[src/rtl/lcg48_pkg.sv]
package lcg48_pkg;

  localparam int StateW = 48;
  localparam int DrawW  = 31;
  localparam int ValueW = 32;

  localparam logic [StateW-1:0] LCG_MULT = 48'h0005_DEEC_E66D;
  localparam logic [StateW-1:0] LCG_ADD  = 48'h0000_0000_000B;

  typedef logic [1:0] opcode_t;

  localparam opcode_t OP_RESEED  = 2'd0;
  localparam opcode_t OP_RAW     = 2'd1;
  localparam opcode_t OP_BOUNDED = 2'd2;

  typedef enum logic [1:0] {
    SEL_ZERO,
    SEL_RAW,
    SEL_POW2,
    SEL_MOD
  } out_sel_t;

  typedef struct packed {
    logic     load;
    logic     reseed;
    logic     mul_step;
    logic     mul_last;
    logic [1:0] mul_idx;
    logic     div_start;
    logic     div_step;
    logic     out_load;
    out_sel_t out_sel;
  } dp_cmd_t;

  typedef struct packed {
    opcode_t op;
    logic    bound_nonpos;
    logic    bound_pow2;
    logic    reject;
  } dp_status_t;

endpackage

[src/rtl/lcg48_dp.sv]
module lcg48_dp (
  input  logic                 clk,
  input  logic                 rst,
  input  lcg48_pkg::dp_cmd_t    cmd,
  output lcg48_pkg::dp_status_t status,
  input  logic [1:0]           opcode,
  input  logic [47:0]          seed_value,
  input  logic [5:0]           bit_count,
  input  logic signed [31:0]   bound,
  output logic signed [31:0]   value
);
  import lcg48_pkg::*;

  opcode_t           op;
  logic [StateW-1:0] seed;
  logic [5:0]        bc;
  logic [ValueW-1:0] bnd;
  logic [StateW-1:0] lcg_state;
  logic [StateW-1:0] acc;
  logic [DrawW-1:0]  u;
  logic [DrawW-1:0]  u_sh;
  logic [ValueW-1:0] rem;

  logic [15:0]       chunk;
  logic [50:0]       pp;
  logic [StateW-1:0] pp_sh;
  logic [StateW-1:0] acc_base;
  logic [StateW-1:0] acc_sum;
  logic [ValueW-1:0] rem_shift;
  logic [ValueW-1:0] chk;
  logic [62:0]       pprod;
  logic [5:0]        n_clamp;
  logic [5:0]        shamt;
  logic [StateW-1:0] raw_sh;
  logic [DrawW-1:0]  draw;

  assign draw = lcg_state[StateW-1 -: DrawW];

  // one 16-bit slice of the state times the multiplier per step
  always_comb begin
    case (cmd.mul_idx)
      2'd0:    chunk = lcg_state[15:0];
      2'd1:    chunk = lcg_state[31:16];
      2'd2:    chunk = lcg_state[47:32];
      default: chunk = '0;
    endcase
    pp = 51'(chunk) * 51'(LCG_MULT[34:0]);
    case (cmd.mul_idx)
      2'd0:    pp_sh = pp[47:0];
      2'd1:    pp_sh = {pp[31:0], 16'b0};
      2'd2:    pp_sh = {pp[15:0], 32'b0};
      default: pp_sh = '0;
    endcase
    acc_base = (cmd.mul_idx == 2'd0) ? LCG_ADD : acc;
    acc_sum  = acc_base + pp_sh;
  end

  assign rem_shift = {rem[ValueW-2:0], u_sh[DrawW-1]};
  assign chk       = 32'(u) - rem + bnd - 32'd1;
  assign pprod     = 63'(bnd[30:0]) * 63'(draw);

  always_comb begin
    if (bc == 6'd0) begin
      n_clamp = 6'd1;
    end else if (bc > 6'd32) begin
      n_clamp = 6'd32;
    end else begin
      n_clamp = bc;
    end
    shamt  = 6'd48 - n_clamp;
    raw_sh = lcg_state >> shamt;
  end

  assign status.op           = op;
  assign status.bound_nonpos = (bnd == '0) || bnd[ValueW-1];
  assign status.bound_pow2   = ((bnd & (bnd - 32'd1)) == '0);
  assign status.reject       = chk[ValueW-1];

  always_ff @(posedge clk) begin
    if (rst) begin
      lcg_state <= LCG_MULT;
    end else if (cmd.reseed) begin
      lcg_state <= seed ^ LCG_MULT;
    end else if (cmd.mul_step && cmd.mul_last) begin
      lcg_state <= acc_sum;
    end
  end

  always_ff @(posedge clk) begin
    if (cmd.load) begin
      op   <= opcode;
      seed <= seed_value;
      bc   <= bit_count;
      bnd  <= bound;
    end
    if (cmd.mul_step) begin
      acc <= acc_sum;
    end
    // restoring remainder, one bit of the draw per cycle
    if (cmd.div_start) begin
      u    <= draw;
      u_sh <= draw;
      rem  <= '0;
    end else if (cmd.div_step) begin
      u_sh <= {u_sh[DrawW-2:0], 1'b0};
      if (rem_shift >= bnd) begin
        rem <= rem_shift - bnd;
      end else begin
        rem <= rem_shift;
      end
    end
    if (cmd.out_load) begin
      case (cmd.out_sel)
        SEL_RAW:  value <= raw_sh[ValueW-1:0];
        SEL_POW2: value <= pprod[62:31];
        SEL_MOD:  value <= rem;
        default:  value <= '0;
      endcase
    end
  end

endmodule

[src/rtl/lcg48_ctrl.sv]
module lcg48_ctrl (
  input  logic                  clk,
  input  logic                  rst,
  input  logic                  in_valid,
  output logic                  in_ready,
  output logic                  out_valid,
  input  logic                  out_ready,
  output lcg48_pkg::dp_cmd_t    cmd,
  input  lcg48_pkg::dp_status_t status
);
  import lcg48_pkg::*;

  typedef enum logic [2:0] {
    S_IDLE,
    S_DISPATCH,
    S_MUL,
    S_EVAL,
    S_DIV,
    S_CHECK,
    S_FINISH
  } state_t;

  state_t   state;
  logic [4:0] cnt;
  out_sel_t sel;

  assign in_ready = (state == S_IDLE);

  always_comb begin
    cmd         = '0;
    cmd.mul_idx = cnt[1:0];
    cmd.out_sel = sel;
    case (state)
      S_IDLE:     cmd.load = in_valid;
      S_DISPATCH: cmd.reseed = (status.op == OP_RESEED);
      S_MUL: begin
        cmd.mul_step = 1'b1;
        cmd.mul_last = (cnt == 5'd2);
      end
      S_EVAL:     cmd.div_start = (status.op == OP_BOUNDED) && !status.bound_pow2;
      S_DIV:      cmd.div_step = 1'b1;
      S_FINISH:   cmd.out_load = !out_valid || out_ready;
      default:    cmd = '0;
    endcase
  end

  always_ff @(posedge clk) begin
    if (rst) begin
      state     <= S_IDLE;
      cnt       <= '0;
      sel       <= SEL_ZERO;
      out_valid <= 1'b0;
    end else begin
      if (cmd.out_load) begin
        out_valid <= 1'b1;
      end else if (out_ready) begin
        out_valid <= 1'b0;
      end
      case (state)
        S_IDLE: begin
          if (in_valid) begin
            state <= S_DISPATCH;
          end
        end
        S_DISPATCH: begin
          cnt <= '0;
          if (status.op == OP_RAW) begin
            state <= S_MUL;
          end else if (status.op == OP_BOUNDED) begin
            if (status.bound_nonpos) begin
              sel   <= SEL_ZERO;
              state <= S_FINISH;
            end else begin
              state <= S_MUL;
            end
          end else begin
            state <= S_IDLE;
          end
        end
        S_MUL: begin
          if (cnt == 5'd2) begin
            cnt   <= '0;
            state <= S_EVAL;
          end else begin
            cnt <= cnt + 5'd1;
          end
        end
        S_EVAL: begin
          if (status.op == OP_RAW) begin
            sel   <= SEL_RAW;
            state <= S_FINISH;
          end else if (status.bound_pow2) begin
            sel   <= SEL_POW2;
            state <= S_FINISH;
          end else begin
            state <= S_DIV;
          end
        end
        S_DIV: begin
          if (cnt == 5'(DrawW - 1)) begin
            cnt   <= '0;
            state <= S_CHECK;
          end else begin
            cnt <= cnt + 5'd1;
          end
        end
        S_CHECK: begin
          // redraw while the remainder falls in the biased top range
          if (status.reject) begin
            state <= S_MUL;
          end else begin
            sel   <= SEL_MOD;
            state <= S_FINISH;
          end
        end
        S_FINISH: begin
          if (cmd.out_load) begin
            state <= S_IDLE;
          end
        end
        default: state <= S_IDLE;
      endcase
    end
  end

endmodule

[src/rtl/lcg48_random_with_bounded_int_core.sv]
// 48-bit linear congruential generator with raw and bounded draws.
// input channel (in_valid/in_ready): opcode, seed_value, bit_count, bound.
//   opcode 0 reseeds and gives no result, 1 gives the top bit_count bits
//   (clamped to 1..32) of the advanced state, 2 gives an integer in
//   [0, bound) or 0 for a non-positive bound, opcode 3 is dropped with no result.
// output channel (out_valid/out_ready): value, one transfer per draw.
// one item is taken at a time; in_ready is high only while the block waits.
// path from the input transfer: a reseed passes dispatch and returns to idle;
//   a raw draw and a power-of-two bound pass dispatch, the 3-step state
//   multiply, evaluate and finish; a non-positive bound goes from dispatch
//   straight to finish. other bounds add the 31-step bit-serial remainder
//   and a check after evaluate; each rejected draw goes back to the state
//   multiply for another attempt.
// the result sits in an output register, so the block finishes its work
//   while the previous result waits; a stalled receiver holds the next
//   result in the final state and keeps in_ready low.
// reset (rst, synchronous) loads the state with the seed-zero value and
//   drops any pending result.
module lcg48_random_with_bounded_int_core (
  input  logic               clk,
  input  logic               rst,
  input  logic               in_valid,
  output logic               in_ready,
  input  logic [1:0]         opcode,
  input  logic [47:0]        seed_value,
  input  logic [5:0]         bit_count,
  input  logic signed [31:0] bound,
  output logic               out_valid,
  input  logic               out_ready,
  output logic signed [31:0] value
);
  import lcg48_pkg::*;

  dp_cmd_t    cmd;
  dp_status_t status;

  lcg48_ctrl u_ctrl (
    .clk       (clk),
    .rst       (rst),
    .in_valid  (in_valid),
    .in_ready  (in_ready),
    .out_valid (out_valid),
    .out_ready (out_ready),
    .cmd       (cmd),
    .status    (status)
  );

  lcg48_dp u_dp (
    .clk        (clk),
    .rst        (rst),
    .cmd        (cmd),
    .status     (status),
    .opcode     (opcode),
    .seed_value (seed_value),
    .bit_count  (bit_count),
    .bound      (bound),
    .value      (value)
  );

endmodule
[config.mk]
export PLATFORM = sky130hd
export DESIGN_NAME = lcg48_random_with_bounded_int_core
export DESIGN_NICKNAME = d
export VERILOG_FILES = /design/src/rtl/lcg48_pkg.sv /design/src/rtl/lcg48_dp.sv /design/src/rtl/lcg48_ctrl.sv /design/src/rtl/lcg48_random_with_bounded_int_core.sv
export SDC_FILE = /design/constraint.sdc
export NUM_CORES = 2
export LEC_CHECK = 0
export BUFFER_PORTS_ARGS = -buffer_cell sky130_fd_sc_hd__buf_2
export CAP_MARGIN = 10
export CORE_MARGIN = 2
export CORE_UTILIZATION = 67
export CTS_CLUSTER_DIAMETER = 40
export CTS_CLUSTER_SIZE = 12
export DETAILED_ROUTE_END_ITERATION = 6
export PLACE_DENSITY = 0.87
export SYNTH_ARGS = -nofsm -noshare
export SYNTH_HDL_FRONTEND = slang
export SYNTH_HIERARCHICAL = 1
export SYNTH_SLANG_ARGS = --single-unit
[constraint.sdc]
create_clock -name clk -period 12.6 [get_ports clk]
set_input_delay 2.52 -clock clk [delete_from_list [all_inputs] [get_ports clk]]
set_output_delay 2.52 -clock clk [all_outputs]
set_load 0.01 [all_outputs]
* Word level (Yosys, flattened, before mapping)
Cells that the tools add are included.
** Storage, ports and cells
- Register bits :: 321
- Input port bits :: 92
- Output and inout bits :: 34
** Operators by class
- $add $sub $neg :: 8
- Multiply operators :: 2
- Order comparisons :: 2
- Equal/unequal tests :: 24
- Shifts and indexed selects :: 1
- Multiplexer cells :: 42
- Bitwise logic cells :: 2
- Reductions and logical operators :: 20
** Operator list (number)
- $mux W48 :: 3
- $pmux W48 S3 :: 1
- $pmux W32 S3 :: 1
- $logic_not A32 Y1 :: 2
- $sub A32 B1 Y32 const B :: 2
- $mul A31 B31 Y62 :: 1
- $mux W31 :: 2
- $add A48 B48 Y48 :: 1
- $mul A16 B35 Y48 const B :: 1
- $pmux W16 S3 :: 1
- $shr A48 B6 Y32 :: 1
- $add A32 B32 Y32 :: 1
- $and A32 B32 Y32 :: 1
- $ge A32 B32 Y1 :: 1
- $mux W32 :: 1
- $sub A31 B32 Y32 :: 1
- $sub A32 B32 Y32 :: 1
- $mux W3 :: 9
- $not A23 Y23 :: 1
- $pmux W3 S7 :: 1
- $mux W2 :: 10
- $pmux W5 S3 :: 1
- $mux W6 :: 2
- $mux W5 :: 2
- other kinds (26) :: 53

* Depth between registers and ports, before layout
- Depth in word-level cells :: 10
- Gate-level depth with buffers :: 42

* Hierarchy
The synthesis kept the hierarchy.
** By module, submodules not included
- lcg48_dp :: times used 1, cells an instance 6781, area each 61315.1 µm², seq. area each 8508.2 µm²
- lcg48_ctrl :: times used 1, cells an instance 104, area each 850.8 µm², seq. area each 220.2 µm²

* Worst setup path after synthesis
Ideal clock, no wire load.
- Path kind :: register to register
- Start point :: register u_ctrl.state[0]
- End point :: register u_dp.lcg_state[43]
- Setup time :: 0.116 ns
- Data arrival time :: 9.836 ns
- Data required time :: 12.484 ns
- Setup slack :: 2.648 ns
- Cell stages (with the launch flop) :: 37
- Path buffers :: 5
- Clock period less this slack :: 9.952 ns
- Path through :: dfxtp_1 > buf_4 > a21oi_1 > clkbuf_1 > buf_1 > buf_1 > mux2i_1 > o21ai_0 > ha_1 > inv_1 > fa_1 > fa_1 > inv_1 > fa_1 > fa_1 > inv_1 > fa_1 > inv_1 > ha_1 > a21oi_1 > o21bai_1 > a21o_1 > a2111oi_0 > o22ai_1 > xor2_1 > a21oi_1 > nor2_1 > ha_1 > clkbuf_1 > nand4_1 > a2111oi_4 > o311ai_1 > a211oi_2 > o31ai_1 > and4b_1 > or4_4 > a31o_1
** RTL lines
- start: declaration :: RTL line lcg48_ctrl.sv:23 : state_t state;
- start signal: assignment :: RTL line lcg48_ctrl.sv:49 : state <= S_IDLE;
- start signal: assignment :: RTL line lcg48_ctrl.sv:62 : state <= S_DISPATCH;
- start signal: assignment :: RTL line lcg48_ctrl.sv:68 : state <= S_MUL;
- end signal: assignment :: RTL line lcg48_dp.sv:83 : lcg_state <= seed ^ LCG_MULT;
- end signal: assignment :: RTL line lcg48_dp.sv:85 : lcg_state <= acc_sum;
- end: declaration :: RTL line lcg48_dp.sv:18 : logic [StateW-1:0] lcg_state;

==> flow_metrics.py <==
metrics = {
    "worst_setup_path": {
        "cpMostUsedCell": "fa_1",
        "endpoint_kind": "register",
        "arrival_ns": 12.49,
        "required_ns": 13.20,
        "cp-start-kind": "register",
        "cpPeakStageDelay_ns": 0.70,
        "slowest_stage": "dfxtp_1",
        "r2r-start": "u_ctrl/state[0]$_SDFFE_PP0P_",
        "critPathBufInv": 6,
        "r2r_setup_slack_ns": 0.71,
        "path_max_fanout": 35,
        "r2r-end": "u_dp/lcg_state[43]$_SDFFE_PP0P_",
        "rr_worst_depth": 37,
        "path_class": "reg -> reg",
        "cpLargestDelayFamily": "compound AO/OA/AOI/OAI gates",
    },
    "global_routing": {
        "grt_pass1_vias": 53500,
        "grt_use_met1": 0.565,
        "gr-usage-met3": 0.125,
        "grt_pass1_wl_um": 309000,
        "busiest_layer": "met2",
        "grt.total_usage": 0.433,
        "use_met2": 0.664,
        "overflow": 0,
        "grt_max_degree": 77,
        "antenna_found_initial": 11,
    },
    "synth": {
        "synth_nets": 8598,
        "yosysTopAreaCell": "fa_1",
        "synth.most_common_cell": "inv_1",
        "syn_area_per_cell_sq_um": 9.03,
        "synth_simple_gate_area_frac": 0.137,
        "synth_top_area_frac": 0.352,
        "muxShareOfSynthArea": 0.0400,
        "syn-cell-area_sq_um": 62200,
        "async_flop_share": 0,
        "synth-compound-area-share": 0.0958,
        "ys_seq_area_frac": 0.140,
        "netlist_instances": 6885,
        "synth_commonest_cells": "1,374 x inv_1, 1,092 x fa_1, 1,065 x nand2_1, 529 x ha_1, 356 x clkbuf_1",
        "synth_fa_ha_area_frac": 0.459,
        "ys_types": 95,
        "synth_xor_area_frac": 0.0207,
        "yosysWarnings": 6,
        "synth-seq-cells": 321,
        "synth_top_family_by_area": "adder cells",
        "ys.flop_type": "edfxtp_1",
        "synth_area_leaders": "fa_1 35%, edfxtp_1 11%, ha_1 11%",
        "synth_edf_count": 230,
    },
    "placement": {
        "place_congestion": 1.05,
        "hpwl_um": 155000,
        "dp.cells": 7971,
        "portBuffers": 125,
        "post-place-ws_ns": 1.11,
    },
    "sta": {
        "fin_tns_setup_ns": 0,
        "period_needed_ns": 11.89,
        "tightest_slew_ns": 1.29,
        "slew_headroom": 0.135,
        "period_share": 0.944,
        "setup_violations": 0,
        "clock.fmax_ghz": 0.0841,
        "clock_skew_ns": 0.0907,
        "rsz0062_at_grt": "false",
        "fin_ws_ns": 0.709,
        "hold_slack_ns": 0.477,
        "maxSlewViolCount": 0,
        "hold_viol": 0,
    },
    "hold_path": {
        "hp-start": "u_dp/seed[13]$_DFFE_PP_",
        "whs_endpoint": "u_dp/lcg_state[13]$_SDFFE_PP1P_",
        "hp-class": "reg -> reg",
        "hold_depth": 1,
    },
    "cts": {
        "clk_pin_slew_ns": 0.06,
        "htree_num_levels": 2,
        "clockRootBuffer": "clkbuf_16",
        "cts_made_buffers": 60,
        "cts_resized": 0,
        "tritoncts": "done",
        "clockBufferDepth": 3,
        "clock_latency_ns": 0.71,
        "cts_setup_buffers": 0,
        "numClockSinks": 321,
        "cts-hold-fix-buffers": 0,
    },
    "layout": {
        "final_cells": 8091,
        "drive_gt1_frac": 0.0647,
        "fin_nets": 8504,
        "syn_to_final_growth_pct": 5.88,
    },
    "status": {
        "failed_checks": "DRC",
        "status": "complete, but fails checks",
    },
    "die": {
        "core_area_sq_um": 91800,
        "die_w_um": 309,
        "die_area_sq_um": 95200,
        "die_h_um": 309,
        "rows": 111,
        "start_util": 0.677,
        "num_io_pins": 126,
    },
    "routing": {
        "ant_nets": 0,
        "drt-total-wl_um": 201000,
        "routedWlPerCell_um": 24.8,
        "drt_iter0_drc": 5550,
        "viasPerCell": 6.32,
        "dr.pass1.iters": 7,
        "route.detailed.drc": 1,
        "dr_total_vias": 51100,
    },
    "run": {
        "cap_violations": 0,
    },
}
flip-flops by register name (all words and copies together), names as in the netlist, 31 cells and up:
register and flops:
u_dp/acc 48, u_dp/lcg_state 48, u_dp/seed 48, u_dp/bnd 32
u_dp/rem 32, u_dp/value 32, u_dp/u 31, u_dp/u_sh 31
through the flow:
step,utilization,cell area [sq um]
finish,0.717,65800
global route,0.717,65800
CTS,0.717,65800
detailed placement,0.694,63700
global placement,0.694,63700
floorplan,-,62200
cell type report:
| cell class | instances | area [sq um] |
|---|---|---|
| tap | 1243 | 1560 |
| multi-input combinational | 4799 | 46900 |
| clock inverter | 49 | 519 |
| antenna | 5 | 12.5 |
| inverter | 1378 | 5170 |
| fill | 6595 | 26000 |
| clock buffer | 65 | 1540 |
| timing repair buffer | 231 | 1420 |
| sequential | 321 | 8740 |
layer usage:
layer / vias up / wire, um
li1: 21600 / -
met5: - / 61
met4: 8 / 12000
met1: 25300 / 74000
met2: 3477 / 89400
met3: 832 / 25300
worst max path at each step:
| stage | slack (ns) | end | start | depth (start not counted) |
|---|---|---|---|---|
| CTS | 1.04 | u_dp/lcg_state[43]$_SDFFE_PP0P_ | u_ctrl/state[0]$_SDFFE_PP0P_ | 37 |
| finish | 0.71 | u_dp/lcg_state[43]$_SDFFE_PP0P_ | u_ctrl/state[0]$_SDFFE_PP0P_ | 37 |
| global placement | 1.23 | u_dp/lcg_state[43]$_SDFFE_PP0P_ | u_ctrl/state[0]$_SDFFE_PP0P_ | 40 |
| global route | 0.31 | u_dp/lcg_state[43]$_SDFFE_PP0P_ | u_ctrl/state[0]$_SDFFE_PP0P_ | 37 |
| detailed placement | 1.11 | u_dp/lcg_state[43]$_SDFFE_PP0P_ | u_ctrl/state[0]$_SDFFE_PP0P_ | 37 |
| floorplan | 2.65 | u_dp/lcg_state[43]$_SDFFE_PP0P_ | u_ctrl/state[0]$_SDFFE_PP0P_ | 36 |
kinds of logic after synthesis:
family                   after synthesis
buffers and inverters               1765
XOR/XNOR                             147
flip-flops                           321
adder cells (fa/ha/maj)             1626
AO/OA/AOI/OAI                        916
multiplexers                         226
AND/OR/NAND/NOR                     1884
cells in the final DEF, fill, tap and decap left out, drive strengths merged, types with 77 or more instances in the layout:
cell type	instances
inv	1397
buf	231
a21oi	255
mux2i	175
nor2	225
nand2	1066
o21ai	188
ha	529
fa	1092
xnor2	91
a21o	112
edfxtp	230
dfxtp	91
a211oi	77
and2	255
Power is not shown: default switching activity piles up to over one toggle a cycle in this logic, so the estimate is an artifact.
